### config.mk
export PLATFORM = sky130hd
export DESIGN_NAME = sorted_set_insert_delete_flat
export DESIGN_NICKNAME = d
export VERILOG_FILES = /design/src/rtl/core/ssid_pkg.sv /design/src/rtl/core/ssid_if.sv /design/src/rtl/core/ssid_cell.sv /design/src/rtl/core/sorted_set_insert_delete.sv /design/src/flat_wrapper.sv
export VERILOG_INCLUDE_DIRS = /design/src /design/src/rtl/core
export SDC_FILE = /design/constraint.sdc
export NUM_CORES = 2
export LEC_CHECK = 0
export BUFFER_PORTS_ARGS = -buffer_cell sky130_fd_sc_hd__buf_2
export CORE_UTILIZATION = 65
export CTS_BUF_LIST = sky130_fd_sc_hd__clkbuf_16
export DETAILED_ROUTE_END_ITERATION = 8
export GPL_ROUTABILITY_DRIVEN = 0
export PLACE_DENSITY_LB_ADDON = 0.12
export SYNTH_ARGS = -nofsm -noshare
export SYNTH_HDL_FRONTEND = slang
export SYNTH_SLANG_ARGS = --single-unit
### constraint.sdc
create_clock -name clk -period 13.55 [get_ports clk]
set_input_delay 2.0325 -clock clk [delete_from_list [all_inputs] [get_ports clk]]
set_output_delay 2.0325 -clock clk [all_outputs]
set_load 0.005 [all_outputs]
### src/rtl/core/sorted_set_insert_delete_macros.svh
// Assertion macros for the sorted set block.
// Used by the top level; expects clk and rst_n in scope.
`ifndef SORTED_SET_INSERT_DELETE_MACROS_SVH
`define SORTED_SET_INSERT_DELETE_MACROS_SVH

// Consequent must hold at the same edge.
`define SSID_ASSERT_NOW(lbl, ante, cons, msg) \
  lbl: assert property (@(posedge clk) disable iff (!rst_n) (ante) |-> (cons)) else $error(msg);

// Consequent must hold at the next edge.
`define SSID_ASSERT_NEXT(lbl, ante, cons, msg) \
  lbl: assert property (@(posedge clk) disable iff (!rst_n) (ante) |=> (cons)) else $error(msg);

`endif

### src/rtl/core/ssid_pkg.sv
// Package for the sorted set block: operation and status codes,
// controller states and the controller-to-cell control bundle. No dependencies.
`default_nettype none
package ssid_pkg;

  localparam int FUNC_W   = 2;
  localparam int VALUE_W  = 32;
  localparam int STATUS_W = 2;
  localparam int COUNT_W  = 5;

  typedef logic [FUNC_W-1:0]   func_t;
  typedef logic [STATUS_W-1:0] status_t;
  typedef logic signed [VALUE_W-1:0] value_t;

  localparam func_t OP_INSERT = 2'd0;
  localparam func_t OP_DELETE = 2'd1;
  localparam func_t OP_CLEAR  = 2'd2;

  localparam status_t ST_OK        = 2'd0;
  localparam status_t ST_DUPLICATE = 2'd1;
  localparam status_t ST_NOT_FOUND = 2'd2;
  localparam status_t ST_FULL      = 2'd3;

  typedef enum logic [1:0] {
    S_IDLE,
    S_CMP,
    S_UPD
  } state_t;

  typedef struct packed {
    logic cmp_en;     // capture compare flags
    logic desc;       // descending order selected
    logic delete_op;  // current transaction is a delete
    logic ins_shift;  // insert: shift up from the insert point
    logic del_shift;  // delete: close the gap at the match
  } ctrl_t;

endpackage
`default_nettype wire

### src/rtl/core/ssid_if.sv
// Handshake interfaces for the request and result channels.
// Depends on ssid_pkg.
`default_nettype none
interface ssid_req_if;
  import ssid_pkg::*;
  logic   valid;
  logic   ready;
  func_t  func;
  value_t value;
  modport source (output valid, output func, output value, input ready);
  modport sink   (input valid, input func, input value, output ready);
endinterface

interface ssid_rsp_if;
  import ssid_pkg::*;
  logic                valid;
  logic                ready;
  status_t             status;
  logic [COUNT_W-1:0]  count;
  modport source (output valid, output status, output count, input ready);
  modport sink   (input valid, input status, input count, output ready);
endinterface
`default_nettype wire

### src/rtl/core/ssid_cell.sv
// One position of the sorted set: holds an entry, registers its compare
// flags and shifts with its neighbors. Depends on ssid_pkg.
`default_nettype none
module ssid_cell #(
  parameter int IDX   = 0,
  parameter int CNT_W = 5
) (
  input  wire logic                  clk,
  input  wire ssid_pkg::ctrl_t       ctrl,
  input  wire logic [CNT_W-1:0]      count,
  input  wire ssid_pkg::value_t      value,
  input  wire ssid_pkg::value_t      left_entry,
  input  wire ssid_pkg::value_t      right_entry,
  input  wire logic                  pass_in,
  input  wire logic                  hit_in,
  output      ssid_pkg::value_t      entry,
  output      logic                  pass_out,
  output      logic                  hit_out
);
  import ssid_pkg::*;

  value_t entry_r, entry_nxt;
  logic   cond_r, cond_nxt;
  logic   eq_r, eq_nxt;
  logic   occupied;
  logic   is_pos;

  assign occupied = CNT_W'(IDX) < count;

  // cond: scan moves past this cell
  always_comb begin
    eq_nxt = occupied && (entry_r == value);
    if (ctrl.delete_op && ctrl.desc) begin
      cond_nxt = occupied && (entry_r != value);
    end else if (ctrl.desc) begin
      cond_nxt = occupied && (value < entry_r);
    end else begin
      cond_nxt = occupied && (value > entry_r);
    end
  end

  assign is_pos   = pass_in && !cond_r;
  assign pass_out = pass_in && cond_r;
  assign hit_out  = hit_in || (is_pos && eq_r);

  always_comb begin
    entry_nxt = entry_r;
    if (ctrl.ins_shift && !pass_out) begin
      entry_nxt = is_pos ? value : left_entry;
    end else if (ctrl.del_shift && !pass_out) begin
      entry_nxt = right_entry;
    end
  end

  always_ff @(posedge clk) begin
    entry_r <= entry_nxt;
    if (ctrl.cmp_en) begin
      cond_r <= cond_nxt;
      eq_r   <= eq_nxt;
    end
  end

  assign entry = entry_r;

endmodule
`default_nettype wire

### src/rtl/core/sorted_set_insert_delete.sv
// Sorted set of distinct signed 32-bit values, kept in a chain of cells.
// Depends on ssid_pkg, ssid_if, ssid_cell and the assertion macro header.
//
// Usage: in_chan carries one operation per transaction (func: insert,
// delete, clear; value). out_chan returns one transaction per operation
// with a status and the entry count afterwards. cfg_we/cfg_wdata write the
// descending-order bit; write it only while the block is idle.
// Operation: the request is registered on accept; the compare step then
// registers every cell's compare flags, and the update step runs the
// position chain across the cells, shifts and registers the result. A new
// request is accepted only after the update step, back in idle; the chain
// length grows with CAPACITY.
// Reset clears the count and the order bit; entry contents are left as is
// and never read above the count.
// A stalled receiver holds the result in the output register; a request
// accepted meanwhile waits in the update step until the result is taken.
`default_nettype none
`include "sorted_set_insert_delete_macros.svh"
module sorted_set_insert_delete #(
  parameter int CAPACITY = 16
) (
  input  wire logic     clk,
  input  wire logic     rst_n,
  ssid_req_if.sink      in_chan,
  ssid_rsp_if.source    out_chan,
  input  wire logic     cfg_we,
  input  wire logic     cfg_wdata
);
  import ssid_pkg::*;

  localparam int CNT_W = $clog2(CAPACITY + 1);

  state_t             state_r, state_nxt;
  logic [CNT_W-1:0]   count_r, count_nxt;
  logic               desc_r;
  func_t              func_r;
  value_t             value_r;
  logic               out_valid_r, out_valid_nxt;
  status_t            status_r, status_nxt;
  ctrl_t              ctrl;
  logic               full;
  logic               hit;

  value_t             entry_w [CAPACITY];
  logic [CAPACITY:0]  pass_w;
  logic [CAPACITY:0]  hit_w;

  assign pass_w[0] = 1'b1;
  assign hit_w[0]  = 1'b0;
  assign hit       = hit_w[CAPACITY];
  assign full      = count_r == CNT_W'(CAPACITY);

  for (genvar i = 0; i < CAPACITY; i++) begin : g_cell
    ssid_cell #(.IDX(i), .CNT_W(CNT_W)) u_cell (
      .clk         (clk),
      .ctrl        (ctrl),
      .count       (count_r),
      .value       (value_r),
      .left_entry  (entry_w[(i == 0) ? 0 : i - 1]),
      .right_entry (entry_w[(i == CAPACITY - 1) ? i : i + 1]),
      .pass_in     (pass_w[i]),
      .hit_in      (hit_w[i]),
      .entry       (entry_w[i]),
      .pass_out    (pass_w[i+1]),
      .hit_out     (hit_w[i+1])
    );
  end

  assign in_chan.ready   = state_r == S_IDLE;
  assign out_chan.valid  = out_valid_r;
  assign out_chan.status = status_r;
  assign out_chan.count  = COUNT_W'(count_r);

  always_comb begin
    state_nxt      = state_r;
    count_nxt      = count_r;
    out_valid_nxt  = out_valid_r && !out_chan.ready;
    status_nxt     = status_r;
    ctrl.cmp_en    = 1'b0;
    ctrl.desc      = desc_r;
    ctrl.delete_op = func_r == OP_DELETE;
    ctrl.ins_shift = 1'b0;
    ctrl.del_shift = 1'b0;
    case (state_r)
      S_IDLE: begin
        if (in_chan.valid) begin
          state_nxt = S_CMP;
        end
      end
      S_CMP: begin
        ctrl.cmp_en = 1'b1;
        state_nxt   = S_UPD;
      end
      S_UPD: begin
        if (!out_valid_r || out_chan.ready) begin
          out_valid_nxt = 1'b1;
          state_nxt     = S_IDLE;
          status_nxt    = ST_OK;
          case (func_r)
            OP_INSERT: begin
              if (full) begin
                status_nxt = ST_FULL;
              end else if (hit) begin
                status_nxt = ST_DUPLICATE;
              end else begin
                ctrl.ins_shift = 1'b1;
                count_nxt      = count_r + CNT_W'(1);
              end
            end
            OP_DELETE: begin
              if (hit) begin
                ctrl.del_shift = 1'b1;
                count_nxt      = count_r - CNT_W'(1);
              end else begin
                status_nxt = ST_NOT_FOUND;
              end
            end
            OP_CLEAR: begin
              count_nxt = '0;
            end
            default: begin
            end
          endcase
        end
      end
      default: begin
        state_nxt = S_IDLE;
      end
    endcase
  end

  always_ff @(posedge clk) begin
    if (!rst_n) begin
      state_r     <= S_IDLE;
      count_r     <= '0;
      desc_r      <= 1'b0;
      out_valid_r <= 1'b0;
    end else begin
      state_r     <= state_nxt;
      count_r     <= count_nxt;
      out_valid_r <= out_valid_nxt;
      if (cfg_we) begin
        desc_r <= cfg_wdata;
      end
    end
  end

  always_ff @(posedge clk) begin
    status_r <= status_nxt;
    if (in_chan.valid && in_chan.ready) begin
      func_r  <= in_chan.func;
      value_r <= in_chan.value;
    end
  end

  `SSID_ASSERT_NOW(a_count_bound, 1'b1, count_r <= CNT_W'(CAPACITY), "count above capacity")
  `SSID_ASSERT_NEXT(a_count_only_upd, state_r != S_UPD, $stable(count_r), "count moved outside update")
  `SSID_ASSERT_NEXT(a_result_from_upd, !out_valid_r && state_r != S_UPD, !out_valid_r,
                    "result without update")

endmodule
`default_nettype wire
### src/flat_wrapper.sv
// flat-port wrapper written by rule: the top's interface ports become plain ports
module sorted_set_insert_delete_flat import ssid_pkg::*;
#(
  parameter int CAPACITY = 16
)
  (clk, rst_n, cfg_we, cfg_wdata, in_chan_valid, in_chan_func, in_chan_value, in_chan_ready, out_chan_valid, out_chan_status, out_chan_count, out_chan_ready);
  ssid_req_if in_chan_i ();
  ssid_rsp_if out_chan_i ();
  input  wire logic clk;
  input  wire logic rst_n;
  input  wire logic cfg_we;
  input  wire logic cfg_wdata;
  input wire logic [$bits(in_chan_i.valid)-1:0] in_chan_valid;
  input wire logic [$bits(in_chan_i.func)-1:0] in_chan_func;
  input wire logic [$bits(in_chan_i.value)-1:0] in_chan_value;
  output wire logic [$bits(in_chan_i.ready)-1:0] in_chan_ready;
  output wire logic [$bits(out_chan_i.valid)-1:0] out_chan_valid;
  output wire logic [$bits(out_chan_i.status)-1:0] out_chan_status;
  output wire logic [$bits(out_chan_i.count)-1:0] out_chan_count;
  input wire logic [$bits(out_chan_i.ready)-1:0] out_chan_ready;
  assign in_chan_i.valid = in_chan_valid;
  assign in_chan_i.func = in_chan_func;
  assign in_chan_i.value = in_chan_value;
  assign in_chan_ready = in_chan_i.ready;
  assign out_chan_valid = out_chan_i.valid;
  assign out_chan_status = out_chan_i.status;
  assign out_chan_count = out_chan_i.count;
  assign out_chan_i.ready = out_chan_ready;
  sorted_set_insert_delete #(.CAPACITY(CAPACITY)) u_core (.clk(clk), .rst_n(rst_n), .in_chan(in_chan_i), .out_chan(out_chan_i), .cfg_we(cfg_we), .cfg_wdata(cfg_wdata));
endmodule
# Word-level counts from Yosys, hierarchy flattened
# Cells that the tools add are included.
word_totals:
  input_bits: 40
  ff_bits: 589
op_classes:
  order_cmp: 48
  n_mux: 99
  reduce_logical: 215
  n_eq_ne: 43
  add_sub_neg: 2
op_table:
  columns: ["op", "count"]
  rows:
  - ["two-way mux 32 bit", 46]
  - ["== test 32 bit", 16]
  - ["> comparator 32 bit", 16]
  - ["< comparator 32 bit", 16]
  - ["inequality test 32 bit", 16]
  - ["logical AND 1 bit", 144]
  - ["two-way mux 1 bit", 41]
  - ["< comparator 4 x 5 -> 1 bit (first input constant)", 8]
  - ["logical NOT 1 bit", 33]
  - ["nonzero test 2 bit", 15]
  - ["< comparator 3 x 5 -> 1 bit (first input constant)", 4]
  - ["logical OR 1 bit", 16]
  - ["two-way mux 5 bit", 3]
  - ["one-hot mux 5 bit (3 select lines)", 1]
  - ["two-way mux 2 bit", 6]
  - ["< comparator 1 x 5 -> 1 bit (first input constant)", 2]
  - ["< comparator 2 x 5 -> 1 bit (first input constant)", 2]
  - ["inequality test 2 bit (second input constant)", 5]
  - ["one-hot mux 2 bit (3 select lines)", 1]
  - ["AND reduction 2 bit", 3]
  - ["AND reduction 6 bit", 1]
  - ["adder 5 x 1 -> 5 bit (second input constant)", 1]
  - ["== test 5 bit (second input constant)", 1]
  - ["subtractor 5 x 1 -> 5 bit (second input constant)", 1]
  - ["6 further kinds", 9]

# Depth between registers and ports, before layout
logic_depth:
  depth_word: 26
  ltp_mapped: 12
  ltp_nobuf: 9

# Hierarchy
# From an unflattened synthesis, not the netlist that was laid out.
hier_totals:
  cells_unflattened: 4405
  hier_area_um2: 42832.3
modules_own_cells:
  columns: ["mod", "seq_area_each_um2", "cells_per_inst", "n_inst", "area_each_um2"]
  rows:
  - ["ssid_cell at u_core.g_cell[14].u_cell ...", 1021.0, 267, 3, 2563.7]
  - ["ssid_cell at u_core.g_cell[13].u_cell ...", 1021.0, 267, 2, 2561.2]
  - ["ssid_cell at u_core.g_cell[11].u_cell ...", 1021.0, 267, 2, 2560.0]
  - ["ssid_cell at u_core.g_cell[4].u_cell", 1021.0, 273, 1, 2591.2]
  - ["ssid_cell at u_core.g_cell[10].u_cell", 1021.0, 273, 1, 2590.0]
  - ["ssid_cell at u_core.g_cell[9].u_cell", 1021.0, 272, 1, 2586.2]
  - ["ssid_cell at u_core.g_cell[12].u_cell", 1021.0, 268, 1, 2567.5]
  - ["ssid_cell at u_core.g_cell[8].u_cell", 1021.0, 268, 1, 2566.2]
  - ["ssid_cell at u_core.g_cell[0].u_cell", 1021.0, 268, 1, 2565.0]
  - ["ssid_cell at u_core.g_cell[5].u_cell", 1021.0, 267, 1, 2562.5]
  - ["ssid_cell at u_core.g_cell[7].u_cell", 1021.0, 267, 1, 2557.5]
  - ["ssid_cell at u_core.g_cell[15].u_cell", 1021.0, 267, 1, 2556.2]
  - ["sorted_set_insert_delete", 1261.2, 113, 1, 1756.7]

# Least setup slack after synthesis
# Ideal clock, no wire load.
synth_path:
  path_type: "in2reg"
  from: "input port out_chan_ready"
  to: "register u_core.g_cell[11].u_cell.entry_r[0] (enable)"
  slack_ns: 7.843
  n_path_buf: 2
  required_time_ns: 13.118
  t_arrival_ns: 5.275
  path_stages: 8
  setup_ns: 0.432
  path_cell_list: "nand2b_1 nor2b_1 nand3b_1 buf_1 nor3_4 a31oi_1 buf_2 a21oi_1"
synth_between:
  elab_chain_cells: 5
  word_cells_on_any_way: 6
  classes_between: "mux: 2; reduce/logical: 4"
synth_lines:
  columns: ["element", "line", "source"]
  rows:
  - ["start: declaration", "flat_wrapper.sv:20", "input wire logic [$bits(out_chan_i.ready)-1:0] out_chan_ready;"]
  - ["logical OR 1 bit (*)", "sorted_set_insert_delete.sv:95", "if (!out_valid_r || out_chan.ready) begin"]
  - ["two-way mux 2 bit (*)", "sorted_set_insert_delete.sv:95", null]
  - ["two-way mux 2 bit (*)", "sorted_set_insert_delete.sv:84", "case (state_r)"]
  - ["logical AND 1 bit (on tied branches)", "ssid_cell.sv:48, ssid_cell.sv:50", null]
  - ["nonzero test 2 bit (no source line) (*)", null, null]
  - ["end signal: assignment", "ssid_cell.sv:56", "entry_r <= entry_nxt;"]
  - ["end: declaration", "ssid_cell.sv:22", "value_t entry_r, entry_nxt;"]
# Mark *: on every way between the ends. The rest lies on a longest branch, timed or not.
# A chain may end at the register's enable or synchronous reset.

# Final worst setup path
layout_path:
  from: "input port out_chan_ready"
  to: "register u_core.g_cell[6].u_cell.entry_r[5] (enable)"
layout_between:
  elab_chain_cells: 5
  word_cells_on_any_way: 6
  classes_between: "mux: 2; reduce/logical: 4"
layout_lines:
  columns: ["element", "line"]
  rows:
  - ["logical OR 1 bit (*)", "sorted_set_insert_delete.sv:95"]
  - ["two-way mux 2 bit (*)", "sorted_set_insert_delete.sv:95"]
  - ["two-way mux 2 bit (*)", "sorted_set_insert_delete.sv:84"]
  - ["logical AND 1 bit (on tied branches)", "ssid_cell.sv:48, ssid_cell.sv:50"]
  - ["nonzero test 2 bit (no source line) (*)", null]
  - ["end signal: assignment", "ssid_cell.sv:56"]
  - ["end: declaration", "ssid_cell.sv:22"]
# Marks and branches as above.

==> insert_results.sql <==
INSERT INTO impl_metrics (metric_group, metric, value, unit) VALUES
('outcome', 'status', 'completed', ''),
('worst_setup_path', 'crit_path_top_delay_cell', 'sky130_fd_sc_hd__a21oi_4', ''),
('layout', 'syn_to_final_growth', '8.31', '%'),
('synth', 'syn-cell-area', '0.0429', 'sq mm'),
('timing', 'drv_slew', '0', ''),
('layout', 'share_of_layout_cells_above_drive_strength_1', '7.81', '%'),
('detailed_routing', 'wl_met2', '62700', 'microns'),
('timing', 'sum_neg_setup_slack', '0', 'ns'),
('synth', 'postSynth.asyncResetShare', '0', '%'),
('synth', 'syn_avg_cell_area', '10.2', 'sq um'),
('worst_hold_path', 'hp-start', 'u_core.g_cell[15].u_cell.entry[15]', ''),
('detailed_routing', 'number_of_remaining_drc_errors', '0', ''),
('timing', 'rsz_0062_raised_after_global_routing', 'no', ''),
('timing', 'layout_worst_path_cycle_share', '41.0', '%'),
('worst_setup_path', 'slowest_delay', '0.87', 'ns'),
('synth', 'synth_top_area_share', '40.6', '%'),
('worst_setup_path', 'timing.critical_path.arrival', '5.77', 'ns'),
('cts', 'post_cts.resized_instances', '0', ''),
('cts', 'tritoncts', 'built', ''),
('power_and_ir_drop', 'p_comb_share', '10.6', '%'),
('power_and_ir_drop', 'power_density', '93.8', 'mW/mm^2'),
('detailed_routing', 'drt.antenna.violating_nets', '0', ''),
('global_routing', 'grt_start_max_net_pins', '65', ''),
('layout', 'register_area', '0.0176', 'sq mm'),
('timing', 'timing_worst_slew_pin_value', '1.18', 'ns'),
('cts', 'clk-insertion-delay-late', '0.62', 'ns'),
('timing', 'period_needed', '5.55', 'ns'),
('detailed_routing', 'first_pass_iters', '7', ''),
('detailed_routing', 'drt_iter0_drc', '3562', ''),
('synth', 'synth_ff_type', 'sky130_fd_sc_hd__edfxtp_1', ''),
('layout', 'instances_no_fill', '5120', ''),
('synth', 'synthDistinctLibCells', '82', ''),
('floorplan', 'floorplan.die_area', '0.0670', 'sq mm'),
('cts', 'cts-root-to-sink-buffers', '3', ''),
('cts', 'clk_root_buffer_cell', 'sky130_fd_sc_hd__clkbuf_16', ''),
('worst_setup_path', 'path_common_cell', 'sky130_fd_sc_hd__buf_4', ''),
('synth', 'edff_count_synth', '580', ''),
('place', 'dp_slack', '7.43', 'ns'),
('global_routing', 'antenna_found_initial', '3', ''),
('global_routing', 'grt_overflow_total', '0', ''),
('place', 'dp_cells', '4996', ''),
('timing', 'setup_slack', '8.00', 'ns'),
('synth', 'ys_top_cells_by_count', 'sky130_fd_sc_hd__mux2i_1 (603), sky130_fd_sc_hd__edfxtp_1 (580), sky130_fd_sc_hd__inv_1 (543), sky130_fd_sc_hd__ha_1 (519), sky130_fd_sc_hd__a21oi_1 (432)', ''),
('detailed_routing', 'routed-via-count', '34000', ''),
('layout', 'nets', '4770', ''),
('layout', 'num-fill-cells', '4808', ''),
('power_and_ir_drop', 'sw_frac_of_total', '25.4', '%'),
('floorplan', 'row_count', '93', ''),
('timing', 'setup_viol', '0', ''),
('worst_setup_path', 'path_cells', 'buf_2 > nand2b_1 > nor2b_1 > nand3b_1 > nor3_4 > buf_4 > a31oi_4 > buf_4 > a21oi_4', ''),
('power_and_ir_drop', 'vdd.ir_drop.worst', '123', 'uV'),
('synth', 'leading_area_contributor_after_synthesis', 'sky130_fd_sc_hd__edfxtp_1', ''),
('worst_setup_path', 'crit_type', 'input pin to flop', ''),
('power_and_ir_drop', 'clockPowerShare', '42.7', '%'),
('power_and_ir_drop', 'total_leakage_power', '21.3', 'nW'),
('detailed_routing', 'drt-met1-wl', '49300', 'microns'),
('global_routing', 'grt_first_pass_wirelength', '196000', 'microns'),
('power_and_ir_drop', 'power.internal', '3.25', 'mW'),
('cts', 'tritoncts.num_buffers', '68', ''),
('detailed_routing', 'viasPerCell', '6.64', ''),
('layout', 'area_taken_by_multi_input_logic_gates', '0.0226', 'sq mm'),
('cts', 'cts_clock_pin_slew_for_the_worst_setup_and_hold_paths', '0.05', 'ns'),
('worst_setup_path', 'setup.worst_path.start_class', 'input pin', ''),
('worst_setup_path', 'critPathMaxFanout', '32', ''),
('detailed_routing', 'routed_wl', '131000', 'microns'),
('cts', 'cts_hold_repair.buffers', '0', ''),
('power_and_ir_drop', 'seq_power_share', '46.7', '%'),
('timing', 'report.final.hold_viol_count', '0', ''),
('floorplan', 'die-width', '259', 'microns'),
('worst_hold_path', 'hold_path_class', 'flop to flop', ''),
('synth', 'synth_warnings', '0', '');
## state kept, by name (all words and copies together), names as in the netlist
| register | flops |
|---|---|
| u_core.g_cell.u_cell.cond_r | 16 |
| u_core.desc_r | 1 |
| u_core.out_chan.status | 2 |
| u_core.g_cell.u_cell.eq_r | 16 |
| u_core.out_chan.count | 5 |
| u_core.out_chan.valid | 1 |
| u_core.value_r | 32 |
| u_core.func_r | 2 |
| u_core.g_cell.u_cell.entry | 512 |
| u_core.state_r | 2 |
## metal layers
metal | GRT usage [%] | vias to the layer above
met5 | 0 | -
met4 | 22.1 | 2
met3 | 7.21 | 519
met2 | 65.2 | 1793
met1 | 47.1 | 16300
li1 | - | 15400
## power groups by stage
| stage | clock, mW | combinational (mW) | sequential, mW |
|---|---|---|---|
| floorplan | 0 | 0.266 | 2.09 |
| global placement | 0 | 0.427 | 2.07 |
| detailed placement | 0 | 0.443 | 2.07 |
| CTS | 1.86 | 0.448 | 2.03 |
| global route | 1.92 | 0.501 | 2.04 |
| finish | 1.86 | 0.461 | 2.04 |
## worst max-delay path: cells and delay by family
kind | cells | cell delay [ns]
simple gates | 4 | 1.95
compound gates | 2 | 1.03
buf+inv | 3 | 0.71
## per-stage QoR
step | area [sq um] | util (%)
finish | 46400 | 71.6
global route | 46400 | 71.6
CTS | 46400 | 71.6
detailed placement | 44200 | 68.3
global placement | 44200 | 68.3
floorplan | 42900 | -
## path summary, 6_finish.rpt
| kind | to | slack [ns] | cells after the start |
|---|---|---|---|
| setup / recovery | u_core.g_cell[6].u_cell.entry[5] | 8.00 | 9 |
| hold / removal | u_core.g_cell[14].u_cell.entry[15] | 0.61 | 2 |
| setup reg to reg | u_core.g_cell[6].u_cell.entry[5] | 8.37 | 9 |
| hold reg to reg | u_core.g_cell[14].u_cell.entry[15] | 0.61 | 2 |
## cell usage in the layout (no fill, tap or decap), drive strengths merged, types with 41 or more instances in the layout
cell	n
a21o	91
a21oi	432
buf	135
clkbuf	69
edfxtp	580
ha	519
inv	562
mux2	41
mux2i	603
nand2	140
nand4	107
nor2	389
nor3	42
o21ai	104
## layout make-up
| class | count | area share (%) |
|---|---|---|
| diodes | 2 | 0.0108 |
| clock buffers | 69 | 3.72 |
| clock inverters | 53 | 0.989 |
| inverters | 543 | 4.39 |
| multi-input cells | 2874 | 48.8 |
| flip-flops and latches | 589 | 37.9 |
| well taps | 855 | 2.30 |
| repair buffers | 135 | 1.92 |
## logic make-up (layout without fill, tap and decap cells)
group | after synthesis | after routing | share of synthesized area [%]
muxes | 644 | 644 | 15.2
and+or+nand+nor | 876 | 876 | 9.98
AOI/OAI and AO/OA | 830 | 830 | 11.9
xor gates and xnor gates | 5 | 5 | 0.102
buffers and inverters | 728 | 800 | 6.69
other | 0 | 2 | 0
DFF | 589 | 589 | 41.1
adders and majority gates | 519 | 519 | 15.1
(Power assumes the default switching activity.)
